<file path="config.mk">
export PLATFORM = sky130hd
export DESIGN_NAME = npc_dist
export DESIGN_NICKNAME = d
export VERILOG_FILES = /design/src/npc_pkg.sv /design/src/npc_dist.sv
export SDC_FILE = /design/constraint.sdc
export NUM_CORES = 1
export LEC_CHECK = 0
export BUFFER_PORTS_ARGS = -buffer_cell sky130_fd_sc_hd__buf_2
export CORE_ASPECT_RATIO = 1.5
export CORE_UTILIZATION = 46
export DETAILED_ROUTE_END_ITERATION = 8
export PLACE_DENSITY = 0.78
export SLEW_MARGIN = 20
export SYNTH_ARGS = -nofsm -noshare
export SYNTH_HDL_FRONTEND = slang
export SYNTH_SLANG_ARGS = --single-unit
export TNS_END_PERCENT = 100
</file>
<file path="constraint.sdc">
create_clock -name clock -period 6.5 [get_ports clock]
set_clock_uncertainty 0.05 [all_clocks]
set_input_delay 0.65 -clock clock [delete_from_list [all_inputs] [get_ports clock]]
set_output_delay 0.65 -clock clock [all_outputs]
set_load 0.005 [all_outputs]
</file>
<file path="src/npc_pkg.sv">
// ----------------------------------------------------------------------------
// Nearest palette colour package
// Shared colour types, field widths and operation codes of the palette core.
// ----------------------------------------------------------------------------
package npc_pkg;

   localparam int COLOUR_W = 8;
   localparam int SQ_W     = 16;
   localparam int DIST_W   = 18;
   localparam int SIZE_W   = 9;
   localparam int OP_W     = 2;
   localparam int INDEX_W  = 8;

   localparam logic [OP_W-1:0] OP_WRITE = 2'd0;
   localparam logic [OP_W-1:0] OP_QUERY = 2'd1;
   localparam logic [OP_W-1:0] OP_READ  = 2'd2;

   typedef logic [COLOUR_W-1:0] colour_type;

   typedef struct packed {
      colour_type red;
      colour_type green;
      colour_type blue;
   } rgb_type;

endpackage

</file>
<file path="src/npc_dist.sv">
// ----------------------------------------------------------------------------
// Squared colour distance unit
// Registers the three channel squares, then sums them into an 18-bit distance.
// ----------------------------------------------------------------------------
module npc_dist
   import npc_pkg::*;
(
   input  logic              clock,
   input  rgb_type           entry,
   input  rgb_type           query,
   output logic [DIST_W-1:0] distance
);

   logic [SQ_W-1:0] sq_red_ff;
   logic [SQ_W-1:0] sq_green_ff;
   logic [SQ_W-1:0] sq_blue_ff;
   logic [SQ_W-1:0] sq_red_in;
   logic [SQ_W-1:0] sq_green_in;
   logic [SQ_W-1:0] sq_blue_in;

   function automatic logic [SQ_W-1:0] square_diff(colour_type a, colour_type b);
      colour_type d;
      d = (a > b) ? (a - b) : (b - a);
      return SQ_W'(d) * SQ_W'(d);
   endfunction

   always_comb begin
      sq_red_in   = square_diff(entry.red,   query.red);
      sq_green_in = square_diff(entry.green, query.green);
      sq_blue_in  = square_diff(entry.blue,  query.blue);
   end

   always_ff @(posedge clock) begin
      sq_red_ff   <= sq_red_in;
      sq_green_ff <= sq_green_in;
      sq_blue_ff  <= sq_blue_in;
   end

   assign distance = DIST_W'(sq_red_ff) + DIST_W'(sq_green_ff) + DIST_W'(sq_blue_ff);

endmodule

</file>
* Word level (Yosys, flattened, before mapping)
Cells that the tools add are included.
** Cells by class
- Add/subtract/negate cells :: 8
- Multiply operators :: 3
- $lt $le $gt $ge :: 3
- Mux-type cells :: 3
** Operators with widths (number)
- multiplier 8 x 8 -> 16 bit :: 3
- subtractor 8 bit :: 6
- > comparator 8 bit :: 3
- two-way mux 8 bit :: 3
- adder 17 x 16 -> 18 bit :: 1
- adder 16 x 16 -> 17 bit :: 1
** Storage, ports and cells
- Bits in registers :: 48
- Logic and storage cells :: 20

* Longest topological paths before layout
- Depth in word-level cells :: 3
- Mapped depth :: 27
- Mapped depth without buffers :: 26

* Worst setup path before layout
OpenSTA, ideal clock, no wires.
- Kind :: input-to-reg
- Start :: input entry[8] (netlist name)
- End :: register sq_green_ff[12]
- Arrival :: 6139 ps
- Path slack :: 177 ps
- Stages :: 24
- Path buffers :: 0
- Cell sequence :: inv_1 -> ha_1 -> inv_1 -> fa_1 -> a21o_1 -> a221oi_4 -> a21oi_4 -> mux2i_1 -> xor2_1 -> or2_1 -> inv_1 -> fa_1 -> fa_1 -> ha_1 -> inv_1 -> fa_1 -> inv_1 -> ha_1 -> a21oi_1 -> nor2b_1 -> o31a_1 -> o22ai_1 -> nor4b_1 -> or4b_1
** On the way
- Word-level cells in the longest chain between the ends :: 3
- Elaborated cells on any way between the ends :: 5
- Those cells by class :: add/sub: 2; mul: 1; order compare: 1; mux: 1
** Ends and longest elaborated chain
- start: declaration :: line npc_dist.sv:9 : input rgb_type entry,
- subtractor 8 bit or > comparator 8 bit (tied branches) :: line npc_dist.sv:23 : d = (a > b) ? (a - b) : (b - a);
- two-way mux 8 bit (*) :: line npc_dist.sv:23
- multiplier 8 x 8 -> 16 bit (*) :: line npc_dist.sv:24 : return SQ_W'(d) * SQ_W'(d);
- named net sq_green_in[12] :: line npc_dist.sv:18 : logic [SQ_W-1:0] sq_green_in;
- end signal: assignment :: line npc_dist.sv:35 : sq_green_ff <= sq_green_in;
- end: declaration :: line npc_dist.sv:15 : logic [SQ_W-1:0] sq_green_ff;
The timed path passes the listed nets; every way through them passes the cells marked *.

* Worst setup path in the final report
Same ends and word-level chain as after synthesis.

==> flow_summary.toml <==
[routing]
drtPass1Iterations = 5
wl_um = 17400
ant_nets = 0
vias_per_cell = 5.11
drc = 0
wl_per_cell_um = 12.8
via_count = 6946
drt-initial-drc-count = 186

[sta]
worst_pin_slew_ns = 0.603
rsz0062_at_grt = "yes"
setup_slack_ns = 0.218
min_period_ns = 6.28
setup_viol = 0
final-hold-violation-count = 0
slew_headroom_pct = 59.4
fin_crit_sh_pct = 96.6
fmaxAchievable_ghz = 0.159
finalMaxSlewViolations = 0

[floorplan]
die_h_um = 171
core_sq_um = 18600
io_pins = 67
num_rows = 61
die_area_sq_um = 19700
die_w_um = 115
initial_core_util_pct = 47.2

[logic_synthesis]
postSynthAreaPerCell_sq_um = 8.91
ys_top_cells_by_count = "inv_1 (202), ha_1 (149), fa_1 (97), nor2_1 (93), a21oi_1 (61)"
synthDistinctLibCells = 66
yosys-top-cells-area = "fa_1 (22%), ha_1 (21%), dfxtp_1 (10%), inv_1 (8.6%), xnor2_1 (5.1%)"
synth_warnings = 0
seq_area_frac_synth_pct = 10.2
synthFlopType = "dfxtp_1"
synth_edf_count = 0
syn_inst = 987
yosysTopAreaCell = "fa_1"
ys_seq_elements = 45
synth_area_sq_um = 8790
yosysTopAreaCellShare_pct = 22.1
yosysMostFrequentCell = "inv_1"
ys_async_sr_fraction_pct = 0

[clock_network]
clock-root-buffer = "clkbuf_16"
htree_levels = 2
cts_buffers = 5
holdBufCountCts = 0
cts_sinks = 45
tritoncts = "built"
cts_buffer_depth = 2
clkTransAtPathRegs_ns = 0.06

[layout]
syn_to_final_growth_pct = 14.8
drive_gt1_share_pct = 18.0
antenna_cells = 0
fin_cells = 1359
fill_cells = 1744
final_util_pct = 54.2
finalNetCount = 1401

[global_route]
grt_pass1_vias = 7139
grt.total_usage_pct = 18.9
grt_overflow = 0
grt_antenna_before_repair = 0
grt_pass1_wl_um = 30300
grt_max_degree = 14

[place]
dp.cells = 1348
pre_cts_slack_ns = -0.132
hpwl_um = 15100
io_buffers = 66
place_congestion = 0.894

[worst_hold_path]
hp-class = "primary input to flop"
whs_endpoint = "sq_green_ff[0]"
min-delay-start = "query[8]"
hold_depth = 4

[setup_path]
crit_path_end_kind = "flop"
worstPathRequired_ns = 6.62
cp-start-kind = "primary input"
critPathArrivalTime_ns = 6.40
worst-path-max-fanout = 4
crit_type = "primary input to flop"
startpoint = "entry[8]"

[flow_run]
timing.max_cap.violations = 0

[outcome]
status = "finished clean"
==> registers in the layout, summed over array words and instances (netlist names) <==
signal and cells:
sq_blue_ff 15, sq_green_ff 15, sq_red_ff 15
==> area by class of cell <==
| class | count | area [sq um] | area share (%) |
|---|---|---|---|
| multi-input combinational | 722 | 7130 | 70.6 |
| sequential | 45 | 901 | 8.93 |
| tap | 252 | 315 | 3.12 |
| inverter | 203 | 762 | 7.55 |
| clock buffer | 7 | 143 | 1.41 |
| timing repair buffer | 129 | 816 | 8.08 |
| clock inverter | 1 | 30.0 | 0.298 |
==> worst max-delay path, cell delays in order <==
cell and delay [ns]:
buf_2 0.11, inv_1 0.05, ha_1 0.16, inv_1 0.05, fa_1 0.39, a21o_1 0.21, a221oi_4 0.35, a21oi_4 0.12
buf_4 0.18, mux2i_4 0.19, xor2_2 0.17, or2_1 0.26, fa_1 0.51, inv_1 0.06, fa_1 0.53, inv_1 0.05
fa_1 0.45, fa_1 0.49, inv_1 0.04, ha_1 0.28, inv_1 0.06, nor2_1 0.10, o31a_1 0.18, o22ai_2 0.12
and4b_1 0.21, or4b_1 0.45
==> how the worst max path moves through the flow <==
stage / slack (ns) / end / cells past startpoint
after CTS: 0.15 / sq_red_ff[13] / 27
after global routing: -0.03 / sq_red_ff[13] / 24
after floorplan: 0.18 / sq_green_ff[12] / 24
final: 0.22 / sq_green_ff[12] / 26
after detailed placement: -0.13 / sq_blue_ff[13] / 26
after global placement: 0.05 / sq_red_ff[13] / 27
==> per-stage QoR <==
step | setup TNS (ns) | hold slack, ns | cell area [sq um]
3_3_place_gp | 0 | 1.11 | 9790
5_1_grt | -0.0411 | 0.854 | 10100
6_report | 0 | 0.835 | 10100
3_5_place_dp | -0.459 | 1.13 | 9790
2_1_floorplan | 0 | 0.970 | 8800
4_1_cts | 0 | 0.832 | 9960
==> cells by family after synthesis <==
kind of cell / Yosys count / synth area share [%]
compound gates: 172 / 13.7
xor+xnor: 76 / 8.51
fa+ha+maj: 246 / 43.3
buf+inv: 222 / 10.0
flops: 45 / 10.2
mux: 19 / 2.49
other cells: 1 / 0.0427
simple gates: 206 / 11.7
==> layout by cell type, fill, tap and decap left out, types with 4 or more instances in the layout <==
cell type	count
a211oi_1	4
a21o_1	29
a21oi_1	59
a31oi_1	8
buf_2	66
buf_4	62
clkbuf_16	5
dfxtp_1	45
fa_1	97
ha_1	148
inv_1	202
mux2i_1	13
mux2i_4	4
nand2_1	23
nand2b_1	11
nand3_1	4
nand3b_1	6
nand4_1	9
nor2_1	92
nor2_2	5
nor2b_1	5
nor3_1	12
o21a_1	7
o21ai_0	17
o21bai_1	6
or2_2	15
xnor2_1	50
xnor2_2	4
xor2_1	16
==> repair_timing <==
action / CTS / global route
setup endpoints to repair: 0 / 11
resized for setup: 0 / 19
setup buffers: 0 / 3
==> layer usage <==
layer / part of all wire (%) / vias to the layer above / track usage, %
li1: - / 3442 / -
met1: 38 / 3360 / 19.5
met2: 57 / 112 / 38.7
met3: 2.2 / 32 / 1.41
met4: 3.3 / 0 / 6.66
met5: 0 / - / 0
Power is not shown: default switching activity piles up to over one toggle a cycle in this logic, so the estimate is an artifact.
